$ cat src/design/im2c_pkg.sv
// im2c_pkg: shared types and constants of the im2col address generator
// configuration register map, register file image and walk item fields
// no dependencies
package im2c_pkg;

	localparam int H_W     = 12;
	localparam int W_W     = 12;
	localparam int C_W     = 10;
	localparam int N_W     = 8;
	localparam int K_W     = 4;
	localparam int S_W     = 4;
	localparam int CFG_W   = 12;
	localparam int IDX_W   = 3;
	localparam int PLANE_W = H_W + W_W;
	localparam int OUT_W   = 32;

	typedef enum logic [IDX_W-1:0] {
		REG_IMAGE_HEIGHT  = 3'd0,
		REG_IMAGE_WIDTH   = 3'd1,
		REG_CHANNEL_COUNT = 3'd2,
		REG_BATCH_COUNT   = 3'd3,
		REG_KERNEL_HEIGHT = 3'd4,
		REG_KERNEL_WIDTH  = 3'd5,
		REG_STRIDE_STEP   = 3'd6
	} reg_idx_t;

	typedef struct packed {
		logic [H_W-1:0] image_height;
		logic [W_W-1:0] image_width;
		logic [C_W-1:0] channel_count;
		logic [N_W-1:0] batch_count;
		logic [K_W-1:0] kernel_height;
		logic [K_W-1:0] kernel_width;
		logic [S_W-1:0] stride_step;
	} cfg_t;

	// fixed-width part of one walk position handed to the address pipeline
	typedef struct packed {
		logic [K_W-1:0] kern_row;
		logic [K_W-1:0] kern_col;
		logic [C_W-1:0] chan_idx;
		logic [N_W-1:0] image_idx;
		logic           pair_ok;
		logic           is_last;
	} walk_t;

	// a stride of zero behaves as one
	function automatic logic [S_W-1:0] eff_stride(input logic [S_W-1:0] s);
		eff_stride = (s == '0) ? S_W'(1) : s;
	endfunction

endpackage

$ cat src/design/im2c_cfg.sv
// im2c_cfg: configuration register file of the im2col address generator
// depends on im2c_pkg for the register map and cfg_t
module im2c_cfg (
	input  logic                        clk,
	input  logic                        arst_n,
	input  logic                        cfg_wr_en,
	input  logic [im2c_pkg::IDX_W-1:0]  cfg_addr,
	input  logic [im2c_pkg::CFG_W-1:0]  cfg_data,
	output im2c_pkg::cfg_t              cfg
);

	im2c_pkg::cfg_t cfg_q;

	always_ff @(posedge clk or negedge arst_n) begin
		if (!arst_n) begin
			cfg_q.image_height  <= 12'd1;
			cfg_q.image_width   <= 12'd1;
			cfg_q.channel_count <= 10'd1;
			cfg_q.batch_count   <= 8'd1;
			cfg_q.kernel_height <= 4'd1;
			cfg_q.kernel_width  <= 4'd1;
			cfg_q.stride_step   <= 4'd1;
		end else if (cfg_wr_en) begin
			case (im2c_pkg::reg_idx_t'(cfg_addr))
				im2c_pkg::REG_IMAGE_HEIGHT:  cfg_q.image_height  <= cfg_data[11:0];
				im2c_pkg::REG_IMAGE_WIDTH:   cfg_q.image_width   <= cfg_data[11:0];
				im2c_pkg::REG_CHANNEL_COUNT: cfg_q.channel_count <= cfg_data[9:0];
				im2c_pkg::REG_BATCH_COUNT:   cfg_q.batch_count   <= cfg_data[7:0];
				im2c_pkg::REG_KERNEL_HEIGHT: cfg_q.kernel_height <= cfg_data[3:0];
				im2c_pkg::REG_KERNEL_WIDTH:  cfg_q.kernel_width  <= cfg_data[3:0];
				im2c_pkg::REG_STRIDE_STEP:   cfg_q.stride_step   <= cfg_data[3:0];
				default: ;
			endcase
		end
	end

	assign cfg = cfg_q;

endmodule

$ cat src/design/im2c_walk.sv
// im2c_walk: nested loop counters and destination count of the im2col walk
// depends on im2c_pkg for cfg_t and walk_t
module im2c_walk #(
	parameter int ADDR_BITS = 32,
	parameter int DIM_BITS  = 12
) (
	input  logic                 clk,
	input  logic                 arst_n,
	input  im2c_pkg::cfg_t       cfg,
	input  logic                 accept,
	input  logic                 restart,
	output im2c_pkg::walk_t      pos,
	output logic [DIM_BITS-1:0]  out_row,
	output logic [DIM_BITS-1:0]  out_col,
	output logic [ADDR_BITS-1:0] dest
);

	localparam int PW = DIM_BITS + 5;
	localparam int CW = (PW > im2c_pkg::H_W) ? PW : im2c_pkg::H_W;

	logic [DIM_BITS-1:0]  out_col_q, out_row_q, out_col_c, out_row_c, out_col_n, out_row_n;
	logic [7:0]           image_q, image_c, image_n;
	logic [9:0]           chan_q, chan_c, chan_n;
	logic [3:0]           kcol_q, kcol_c, kcol_n, krow_q, krow_c, krow_n;
	logic [ADDR_BITS-1:0] dest_q, dest_c, dest_n;

	logic [3:0]          stride;
	logic                pair_ok;
	logic [11:0]         row_span, col_span;
	logic [DIM_BITS:0]   row_inc, col_inc;
	logic [PW-1:0]       row_prod, col_prod;
	logic                krow_lim, kcol_lim, chan_lim, image_lim, row_lim, col_lim;
	logic                row_wrap, col_wrap;
	logic                w0, w1, w2, w3, w4, w5;
	logic                is_last;

	// restart clears the walk before the step is taken
	always_comb begin
		out_col_c = restart ? '0 : out_col_q;
		out_row_c = restart ? '0 : out_row_q;
		image_c   = restart ? '0 : image_q;
		chan_c    = restart ? '0 : chan_q;
		kcol_c    = restart ? '0 : kcol_q;
		krow_c    = restart ? '0 : krow_q;
		dest_c    = restart ? '0 : dest_q;
	end

	assign stride  = im2c_pkg::eff_stride(cfg.stride_step);
	assign pair_ok = (cfg.image_height != '0) && (cfg.image_width != '0) &&
		(cfg.channel_count != '0) && (cfg.batch_count != '0) &&
		(cfg.kernel_height != '0) && (cfg.kernel_width != '0) &&
		(12'(cfg.kernel_height) <= cfg.image_height) &&
		(12'(cfg.kernel_width) <= cfg.image_width);

	// (ctr + 1) >= (span / s + 1) is the same as (ctr + 1) * s > span
	assign row_span = cfg.image_height - 12'(cfg.kernel_height);
	assign col_span = cfg.image_width - 12'(cfg.kernel_width);
	assign row_inc  = {1'b0, out_row_c} + 1'b1;
	assign col_inc  = {1'b0, out_col_c} + 1'b1;
	assign row_prod = PW'(row_inc) * PW'(stride);
	assign col_prod = PW'(col_inc) * PW'(stride);

	assign krow_lim  = ({1'b0, krow_c} + 5'd1) >= {1'b0, cfg.kernel_height};
	assign kcol_lim  = ({1'b0, kcol_c} + 5'd1) >= {1'b0, cfg.kernel_width};
	assign chan_lim  = ({1'b0, chan_c} + 11'd1) >= {1'b0, cfg.channel_count};
	assign image_lim = ({1'b0, image_c} + 9'd1) >= {1'b0, cfg.batch_count};
	assign row_lim   = CW'(row_prod) > CW'(row_span);
	assign col_lim   = CW'(col_prod) > CW'(col_span);
	// a full window counter also wraps on overflow of its own width
	assign row_wrap  = row_lim || (&out_row_c);
	assign col_wrap  = col_lim || (&out_col_c);

	assign is_last = krow_lim && kcol_lim && chan_lim && image_lim && row_lim && col_lim;

	assign w0 = krow_lim;
	assign w1 = w0 && kcol_lim;
	assign w2 = w1 && chan_lim;
	assign w3 = w2 && image_lim;
	assign w4 = w3 && row_wrap;
	assign w5 = w4 && col_wrap;

	always_comb begin
		krow_n    = krow_lim ? '0 : krow_c + 4'd1;
		kcol_n    = w0 ? (kcol_lim ? '0 : kcol_c + 4'd1) : kcol_c;
		chan_n    = w1 ? (chan_lim ? '0 : chan_c + 10'd1) : chan_c;
		image_n   = w2 ? (image_lim ? '0 : image_c + 8'd1) : image_c;
		out_row_n = w3 ? (row_wrap ? '0 : out_row_c + 1'b1) : out_row_c;
		out_col_n = w4 ? (col_wrap ? '0 : out_col_c + 1'b1) : out_col_c;
		dest_n    = w5 ? '0 : dest_c + 1'b1;
		if (is_last) begin
			krow_n    = '0;
			kcol_n    = '0;
			chan_n    = '0;
			image_n   = '0;
			out_row_n = '0;
			out_col_n = '0;
			dest_n    = '0;
		end
	end

	always_ff @(posedge clk or negedge arst_n) begin
		if (!arst_n) begin
			out_col_q <= '0;
			out_row_q <= '0;
			image_q   <= '0;
			chan_q    <= '0;
			kcol_q    <= '0;
			krow_q    <= '0;
			dest_q    <= '0;
		end else if (accept) begin
			if (pair_ok) begin
				out_col_q <= out_col_n;
				out_row_q <= out_row_n;
				image_q   <= image_n;
				chan_q    <= chan_n;
				kcol_q    <= kcol_n;
				krow_q    <= krow_n;
				dest_q    <= dest_n;
			end else begin
				out_col_q <= out_col_c;
				out_row_q <= out_row_c;
				image_q   <= image_c;
				chan_q    <= chan_c;
				kcol_q    <= kcol_c;
				krow_q    <= krow_c;
				dest_q    <= dest_c;
			end
		end
	end

	assign pos.kern_row  = krow_c;
	assign pos.kern_col  = kcol_c;
	assign pos.chan_idx  = chan_c;
	assign pos.image_idx = image_c;
	assign pos.pair_ok   = pair_ok;
	assign pos.is_last   = is_last;
	assign out_row       = out_row_c;
	assign out_col       = out_col_c;
	assign dest          = dest_c;

`ifndef ASSERT_OFF
	a_last_clears: assert property (@(posedge clk) disable iff (!arst_n)
		accept && pair_ok && is_last |=> (krow_q == '0 && kcol_q == '0 && chan_q == '0 &&
			image_q == '0 && out_row_q == '0 && out_col_q == '0 && dest_q == '0))
		else $error("walk not cleared after final pair");
	a_dest_step: assert property (@(posedge clk) disable iff (!arst_n)
		accept && pair_ok && !is_last && !w5 |=> dest_q == $past(dest_c) + 1'b1)
		else $error("destination count did not step by one");
	a_hold_no_pair: assert property (@(posedge clk) disable iff (!arst_n)
		accept && !pair_ok && !restart |=> $stable(dest_q) && $stable(krow_q))
		else $error("walk advanced without a pair");
`endif

endmodule

$ cat src/design/im2c_pipe.sv
// im2c_pipe: five-stage address pipeline with per-stage valid and bubble collapse
// forms the source index from a walk position; depends on im2c_pkg
module im2c_pipe #(
	parameter int ADDR_BITS = 32,
	parameter int DIM_BITS  = 12
) (
	input  logic                          clk,
	input  logic                          arst_n,
	input  im2c_pkg::cfg_t                cfg,
	input  logic                          in_valid,
	output logic                          in_ready,
	input  im2c_pkg::walk_t               pos,
	input  logic [DIM_BITS-1:0]           out_row,
	input  logic [DIM_BITS-1:0]           out_col,
	input  logic [ADDR_BITS-1:0]          dest,
	output logic                          out_valid,
	input  logic                          out_ready,
	output logic [im2c_pkg::OUT_W-1:0]    src_index,
	output logic [im2c_pkg::OUT_W-1:0]    dst_index,
	output logic                          valid_res,
	output logic                          last
);

	localparam int PLANE_W = im2c_pkg::PLANE_W;
	localparam int C_W     = im2c_pkg::C_W;
	localparam int N_W     = im2c_pkg::N_W;
	localparam int OUT_W   = im2c_pkg::OUT_W;
	localparam int RW      = DIM_BITS + 5;
	localparam int ISZ_W   = PLANE_W + C_W;
	localparam int CT_W    = RW + im2c_pkg::H_W;
	localparam int IT_W    = ADDR_BITS + N_W;

	logic v_s1, v_s2, v_s3, v_s4, v_s5;
	logic en1, en2, en3, en4, en5;

	// stage 1: captured walk position
	im2c_pkg::walk_t      pos_s1;
	logic [DIM_BITS-1:0]  row_s1, col_s1;
	logic [ADDR_BITS-1:0] dest_s1;

	// stage 2: plane size, window row and column positions
	logic [PLANE_W-1:0]   plane_s2;
	logic [RW-1:0]        row_part_s2, colpos_s2;
	logic [C_W-1:0]       chan_s2;
	logic [N_W-1:0]       image_s2;
	logic [ADDR_BITS-1:0] dest_s2;
	logic                 ok_s2, last_s2;

	// stage 3: image size, channel and column terms
	logic [ADDR_BITS-1:0] image_size_s3, chan_term_s3, col_term_s3;
	logic [RW-1:0]        row_part_s3;
	logic [N_W-1:0]       image_s3;
	logic [ADDR_BITS-1:0] dest_s3;
	logic                 ok_s3, last_s3;

	// stage 4: image term and partial sum
	logic [ADDR_BITS-1:0] img_term_s4, part_s4, dest_s4;
	logic                 ok_s4, last_s4;

	// stage 5: result register
	logic [ADDR_BITS-1:0] src_s5, dest_s5;
	logic                 ok_s5, last_s5;

	logic [im2c_pkg::S_W-1:0] stride;
	logic [ISZ_W-1:0]         isz_full, cterm_full;
	logic [CT_W-1:0]          colterm_full;
	logic [IT_W-1:0]          iterm_full;

	assign en5 = !v_s5 || out_ready;
	assign en4 = !v_s4 || en5;
	assign en3 = !v_s3 || en4;
	assign en2 = !v_s2 || en3;
	assign en1 = !v_s1 || en2;
	assign in_ready = en1;

	always_ff @(posedge clk or negedge arst_n) begin
		if (!arst_n) begin
			v_s1 <= 1'b0;
			v_s2 <= 1'b0;
			v_s3 <= 1'b0;
			v_s4 <= 1'b0;
			v_s5 <= 1'b0;
		end else begin
			if (en1) v_s1 <= in_valid;
			if (en2) v_s2 <= v_s1;
			if (en3) v_s3 <= v_s2;
			if (en4) v_s4 <= v_s3;
			if (en5) v_s5 <= v_s4;
		end
	end

	assign stride       = im2c_pkg::eff_stride(cfg.stride_step);
	assign isz_full     = ISZ_W'(plane_s2) * ISZ_W'(cfg.channel_count);
	assign cterm_full   = ISZ_W'(plane_s2) * ISZ_W'(chan_s2);
	assign colterm_full = CT_W'(colpos_s2) * CT_W'(cfg.image_height);
	assign iterm_full   = IT_W'(image_s3) * IT_W'(image_size_s3);

	always_ff @(posedge clk) begin
		if (en1) begin
			pos_s1  <= pos;
			row_s1  <= out_row;
			col_s1  <= out_col;
			dest_s1 <= dest;
		end
		if (en2) begin
			plane_s2    <= PLANE_W'(cfg.image_height) * PLANE_W'(cfg.image_width);
			row_part_s2 <= RW'(row_s1) * RW'(stride) + RW'(pos_s1.kern_row);
			colpos_s2   <= RW'(col_s1) * RW'(stride) + RW'(pos_s1.kern_col);
			chan_s2     <= pos_s1.chan_idx;
			image_s2    <= pos_s1.image_idx;
			dest_s2     <= dest_s1;
			ok_s2       <= pos_s1.pair_ok;
			last_s2     <= pos_s1.is_last;
		end
		if (en3) begin
			image_size_s3 <= ADDR_BITS'(isz_full);
			chan_term_s3  <= ADDR_BITS'(cterm_full);
			col_term_s3   <= ADDR_BITS'(colterm_full);
			row_part_s3   <= row_part_s2;
			image_s3      <= image_s2;
			dest_s3       <= dest_s2;
			ok_s3         <= ok_s2;
			last_s3       <= last_s2;
		end
		if (en4) begin
			img_term_s4 <= ADDR_BITS'(iterm_full);
			part_s4     <= ADDR_BITS'(row_part_s3) + chan_term_s3 + col_term_s3;
			dest_s4     <= dest_s3;
			ok_s4       <= ok_s3;
			last_s4     <= last_s3;
		end
		if (en5) begin
			// no pair: every field of the result reads zero
			src_s5  <= ok_s4 ? part_s4 + img_term_s4 : '0;
			dest_s5 <= ok_s4 ? dest_s4 : '0;
			ok_s5   <= ok_s4;
			last_s5 <= ok_s4 && last_s4;
		end
	end

	assign out_valid = v_s5;
	assign src_index = OUT_W'(src_s5);
	assign dst_index = OUT_W'(dest_s5);
	assign valid_res = ok_s5;
	assign last      = last_s5;

`ifndef ASSERT_OFF
	a_bubble_ready: assert property (@(posedge clk) disable iff (!arst_n)
		(!v_s1 || !v_s2 || !v_s3 || !v_s4 || !v_s5) |-> in_ready)
		else $error("input refused while the pipeline holds a bubble");
	a_no_pair_zero: assert property (@(posedge clk) disable iff (!arst_n)
		out_valid && !valid_res |-> (src_index == '0 && dst_index == '0 && !last))
		else $error("result without a pair carries non-zero fields");
	a_out_hold: assert property (@(posedge clk) disable iff (!arst_n)
		out_valid && !out_ready |=> out_valid && $stable(src_index) &&
			$stable(dst_index) && $stable(valid_res) && $stable(last))
		else $error("waiting result changed before its transfer");
`endif

endmodule

$ cat src/design/im2col_address_generator_top.sv
// im2col_address_generator_top: top level of the im2col address generator
// instantiates im2c_cfg, im2c_walk and im2c_pipe; depends on im2c_pkg
//
// One result per input transfer: each accepted transfer (restart = 1 starts the walk over)
// yields the (src_index, dst_index) pair of the next im2col position over a column-major
// [H,W,C,N] tensor, in loop order output column, output row, image, channel, kernel
// column, kernel row. A new transfer is taken every cycle while out_ready is high, so
// the sustained rate is one pair per clock. The address pipeline has five register stages:
// the plane size, window row and column positions are formed in stage two, the image size,
// channel and column products in stage three, the image product and partial sum in stage
// four and the final sum in the result register. A result passes stages one to five in
// order before it is on the outputs. The loop counters advance in the cycle of the input
// transfer, so the walk never waits on the address arithmetic. The output register and
// the per-stage valid bits let input transfers continue while a result waits, until all
// five stages are full. When the kernel exceeds the image, or a size register is zero,
// the result has valid_res = 0 with every other field zero and the walk holds. The user
// must write registers through cfg_wr_en / cfg_addr / cfg_data only while no result is
// outstanding; the block itself does not enforce this. There is no clearing pass after reset.
module im2col_address_generator_top #(
	parameter int ADDR_BITS = 32,
	parameter int DIM_BITS  = 12
) (
	input  logic                          clk,
	input  logic                          arst_n,
	// configuration write port
	input  logic                          cfg_wr_en,
	input  logic [im2c_pkg::IDX_W-1:0]    cfg_addr,
	input  logic [im2c_pkg::CFG_W-1:0]    cfg_data,
	// input channel
	input  logic                          in_valid,
	output logic                          in_ready,
	input  logic                          restart,
	// result channel
	output logic                          out_valid,
	input  logic                          out_ready,
	output logic [im2c_pkg::OUT_W-1:0]    src_index,
	output logic [im2c_pkg::OUT_W-1:0]    dst_index,
	output logic                          valid_res,
	output logic                          last
);

	im2c_pkg::cfg_t       cfg;
	im2c_pkg::walk_t      pos;
	logic [DIM_BITS-1:0]  out_row, out_col;
	logic [ADDR_BITS-1:0] dest;
	logic                 accept;

	// an input transfer both steps the walk and enters the pipeline
	assign accept = in_valid && in_ready;

	im2c_cfg u_cfg (
		.clk       (clk),
		.arst_n    (arst_n),
		.cfg_wr_en (cfg_wr_en),
		.cfg_addr  (cfg_addr),
		.cfg_data  (cfg_data),
		.cfg       (cfg)
	);

	// loop counters and running destination count
	im2c_walk #(
		.ADDR_BITS (ADDR_BITS),
		.DIM_BITS  (DIM_BITS)
	) u_walk (
		.clk     (clk),
		.arst_n  (arst_n),
		.cfg     (cfg),
		.accept  (accept),
		.restart (restart),
		.pos     (pos),
		.out_row (out_row),
		.out_col (out_col),
		.dest    (dest)
	);

	// source index arithmetic and result register
	im2c_pipe #(
		.ADDR_BITS (ADDR_BITS),
		.DIM_BITS  (DIM_BITS)
	) u_pipe (
		.clk       (clk),
		.arst_n    (arst_n),
		.cfg       (cfg),
		.in_valid  (in_valid),
		.in_ready  (in_ready),
		.pos       (pos),
		.out_row   (out_row),
		.out_col   (out_col),
		.dest      (dest),
		.out_valid (out_valid),
		.out_ready (out_ready),
		.src_index (src_index),
		.dst_index (dst_index),
		.valid_res (valid_res),
		.last      (last)
	);

endmodule
$ cat config.mk
export PLATFORM = sky130hd
export DESIGN_NAME = im2col_address_generator_top
export DESIGN_NICKNAME = d
export VERILOG_FILES = /design/src/design/im2c_pkg.sv /design/src/design/im2c_cfg.sv /design/src/design/im2c_walk.sv /design/src/design/im2c_pipe.sv /design/src/design/im2col_address_generator_top.sv
export SDC_FILE = /design/constraint.sdc
export NUM_CORES = 2
export LEC_CHECK = 0
export BUFFER_PORTS_ARGS = -buffer_cell sky130_fd_sc_hd__buf_2
export CAP_MARGIN = 20
export CORE_AREA = 2 2 324 326
export DETAILED_ROUTE_END_ITERATION = 7
export DIE_AREA = 0 0 326 328
export PLACE_DENSITY = 0.87
export SYNTH_ARGS = -nofsm -noshare
export SYNTH_HDL_FRONTEND = slang
export SYNTH_SLANG_ARGS = --single-unit
$ cat constraint.sdc
create_clock -name clk -period 7.25 [get_ports clk]
set_input_delay 0.725 -clock clk [delete_from_list [all_inputs] [get_ports clk]]
set_output_delay 0.725 -clock clk [all_outputs]
set_load 0.005 [all_outputs]
==> metrics.log <==
INFO  metric result_of_the_run = complete, no violations
INFO  metric path_class = reg -> reg
INFO  metric async_flop_share = 21.7%
INFO  metric top_cell_by_count_worst_path = fa_1
INFO  metric clk_slew_on_worst_s_h_paths = approximately 60 ps
INFO  metric hold_ws = 86.9 ps
INFO  metric busiest_layer = met2
INFO  metric dp_slack = 50.8 ps
INFO  metric netlist.top_cell.by_area = fa_1
INFO  metric synth-seq-cells = 651
INFO  metric critical_path.cell_chain = nand2_1 -> fa_1 -> inv_1 -> fa_1 -> fa_1 -> fa_1 -> fa_1 -> ha_1 -> a21oi_1 -> o21ai_0 -> a41o_1 -> o41ai_1 -> buf_4 -> o21ai_0 -> a211oi_1 -> o21bai_1 -> xnor2_1
INFO  metric placedInstanceArea = 68700 um^2
INFO  metric htreeDepth = 3
INFO  metric area.growth.synth_to_final = 6.80%
INFO  metric worst-r2r-cell-count = 17
INFO  metric slew_of_the_pin_with_the_lowest_slew_margin = around 1100 ps
INFO  metric dpl.hpwl = 119000 um
INFO  metric final_max_slew_viol_count = 0
INFO  metric detail-route-antenna-nets = 0
INFO  metric finalWirelength = 160000 um
INFO  metric cts_buffer_depth = 3
INFO  metric setup_slack = 473 ps
INFO  metric cap_violations = 0
INFO  metric worstHoldPathType = in -> async
INFO  metric post-route-period-util = around 93%
INFO  metric yosys_warnings = 0
INFO  metric critical_path_required = 7700 ps
INFO  metric drc = 0
INFO  metric grt_antenna_before_repair = 7
INFO  metric post_cts_hold_buffers = 0
INFO  metric floorplan.die_area = 107000 um^2
INFO  metric reg2reg_setup_slack = between 400 and 500 ps
INFO  metric met1_usage = roughly 40%
INFO  metric fin_tns_setup = 0 ps
INFO  metric drt-wirelength-per-cell = 19.8 um
INFO  metric vias = 48692
INFO  metric synth_cell_types = 87
INFO  metric drt-pass1-iter-count = 6
INFO  metric rows = 118
INFO  metric tritoncts.num_buffers = 71
INFO  metric finalHoldViolCount = 0
INFO  metric critPathSlowestCell = edfxtp_1
INFO  metric gr-usage-all-layers = 30.7%
INFO  metric clock_insertion_delay_worst_skew = 660 ps
INFO  metric dieWidth = 326 um
INFO  metric cts_setup_buffers = 0
INFO  metric grt_first_pass_wirelength = 262000 um
INFO  metric finish.net_count = roughly 8000
INFO  metric largest_register_ffs = 54
INFO  metric fill_count = 7117
INFO  metric post-synth-top-count-cell = inv_1
INFO  metric synth.cell_area = between 60000 and 70000 um^2
INFO  metric drt-vias-per-instance = around 6.0
INFO  metric proportion_of_synthesized_chip_area_in_sequential_cells = 28.2%
INFO  metric grt_pass1_vias = 50820
INFO  metric core = 103000 um^2
INFO  metric grt_setup_unrepaired = false
INFO  metric synthesis.instances = 6617
INFO  metric crit-reg2reg-capture = u_pipe.image_size_s3[31]
INFO  metric setup_viol_count_final = 0
INFO  metric max_freq = around 0.15 GHz
INFO  metric initial_core_utilization = roughly two thirds
INFO  metric cp-start-kind = flop
INFO  metric grt_start_max_net_pins = about 120
INFO  metric groute.layer.met2.usage = 51.1%
INFO  metric detail_route.iter0.violations = 4823
INFO  metric critPathCaptureType = flop
INFO  metric yosys-top-cells-count = inv_1, nand2_1, fa_1
INFO  metric synth_largest_type_area_fraction = 25.9%
INFO  metric syn-num-nets = between 8000 and 9000
INFO  metric globalRoute.totalOverflow = 0
INFO  metric launch_instance_of_the_worst_register_to_register_path = u_pipe.plane_s2[8]
INFO  metric skew = around 40 ps
INFO  metric portBuffers = 88
INFO  metric cts_root_buf = clkbuf_16
INFO  metric gp_congestion = 0.935
INFO  metric io_pins = 89
INFO  metric post_route_cells_drive_above_1_share = 5.94%
INFO  metric tritoncts = built
INFO  metric commonest_register_cell_after_synthesis = edfxtp_1
INFO  metric slew-limit-headroom = 24.9%
INFO  metric synth-edff-count = slightly above 500
INFO  metric arrival = 7230 ps
INFO  metric synthTopCellsByArea = fa_1, edfxtp_1, ha_1
INFO  metric post_cts_resize_count = 0
INFO  metric critPathLaunch = u_pipe.plane_s2[8]
INFO  metric critical_path.max_fanout = 20
INFO  metric syn-mean-instance-area = 10.1 um^2
INFO  metric grt_util_met3 = 5.44%
INFO  metric chipHeight = between 300 and 400 um
INFO  metric period_needed = 6780 ps
INFO  metric crit_path_max_incr_delay = 1100 ps
INFO  metric final_design_area_no_fill = 71300 um^2
INFO  metric clkSinkCount = between 600 and 700
worst max-delay path, delay by kind of cell (launching register included):
kind / cells / cell delay [ps]
flip-flops: 1 / 1100
XOR/XNOR: 1 / 280
buffers and inverters: 2 / 280
AND/OR/NAND/NOR: 1 / 190
adder cells (fa/ha/maj): 6 / 2910
AO/OA/AOI/OAI: 7 / 1830
stage by stage:
| step | util [%] | cells |
|---|---|---|
| floorplan | - | 6617 |
| global placement | 66.6 | 7912 |
| detailed placement | 66.6 | 7912 |
| CTS | 69.1 | 8044 |
| global route | 69.1 | 8050 |
| finish | 69.1 | 8052 |
layout by cell type (no fill, tap or decap), types with 33 or more instances in the layout:
master	Yosys	routed
nor2_1	190	190
nand4_1	33	33
nand2b_1	35	35
mux2_2	42	42
edfxtp_1	510	510
a211oi_1	33	33
o21a_1	34	34
dfrtp_1	134	134
a21oi_1	222	222
nor3_1	67	64
o21ai_0	164	164
clkbuf_16	0	73
and3_1	52	52
a21o_1	102	102
o21bai_1	43	43
buf_2	7	86
xor2_1	75	75
nand2_1	886	884
nor2b_1	120	120
inv_1	968	966
buf_4	1	94
and2_1	613	613
ha_1	538	538
fa_1	863	863
xnor2_1	202	201
nand3_1	70	69
how the worst max path moves through the flow:
stage                                          end  cells after the start
after global placement           u_walk.dest_q[10]                     31
final                     u_pipe.image_size_s3[31]                     17
after detailed placement         u_walk.dest_q[10]                     31
after floorplan                u_walk.out_col_q[9]                     33
after global routing             u_walk.dest_q[18]                     29
after CTS                        u_walk.dest_q[18]                     25
layout make-up:
cell class                 count  area, um^2  share of cell area [%]
multi-input combinational   4728       43300                    60.7
antenna                        5        12.5                  0.0175
inverter                     970        3640                    5.11
clock buffer                  96        2010                    2.82
sequential                   651       18900                    26.4
tap                         1380        1730                    2.42
timing repair buffer         186        1240                    1.73
clock inverter                36         529                   0.742
cell families (layout without fill, tap and decap cells):
kind of cell               count (synthesis)  count (layout)  share of synthesized area, %
muxes                                     64              64                          1.05
adders and majority gates               1401            1401                          35.9
AOI/OAI and AO/OA                        820             820                          7.99
xor gates and xnor gates                 277             277                          3.63
other                                      0               5                             0
DFF                                      651             651                          28.2
buffers and inverters                   1238            1288                          6.99
and+or+nand+nor                         2166            2166                          16.2
layer usage:
layer	vias to the layer above	wire (um)
met2	2492	77200
met5	-	0
met3	526	14600
met4	0	6780
met1	24236	61200
li1	21438	-
Power is left out: the tool's default activity adds up to more than one toggle a clock period on the data nets, which glitch-free logic cannot reach.
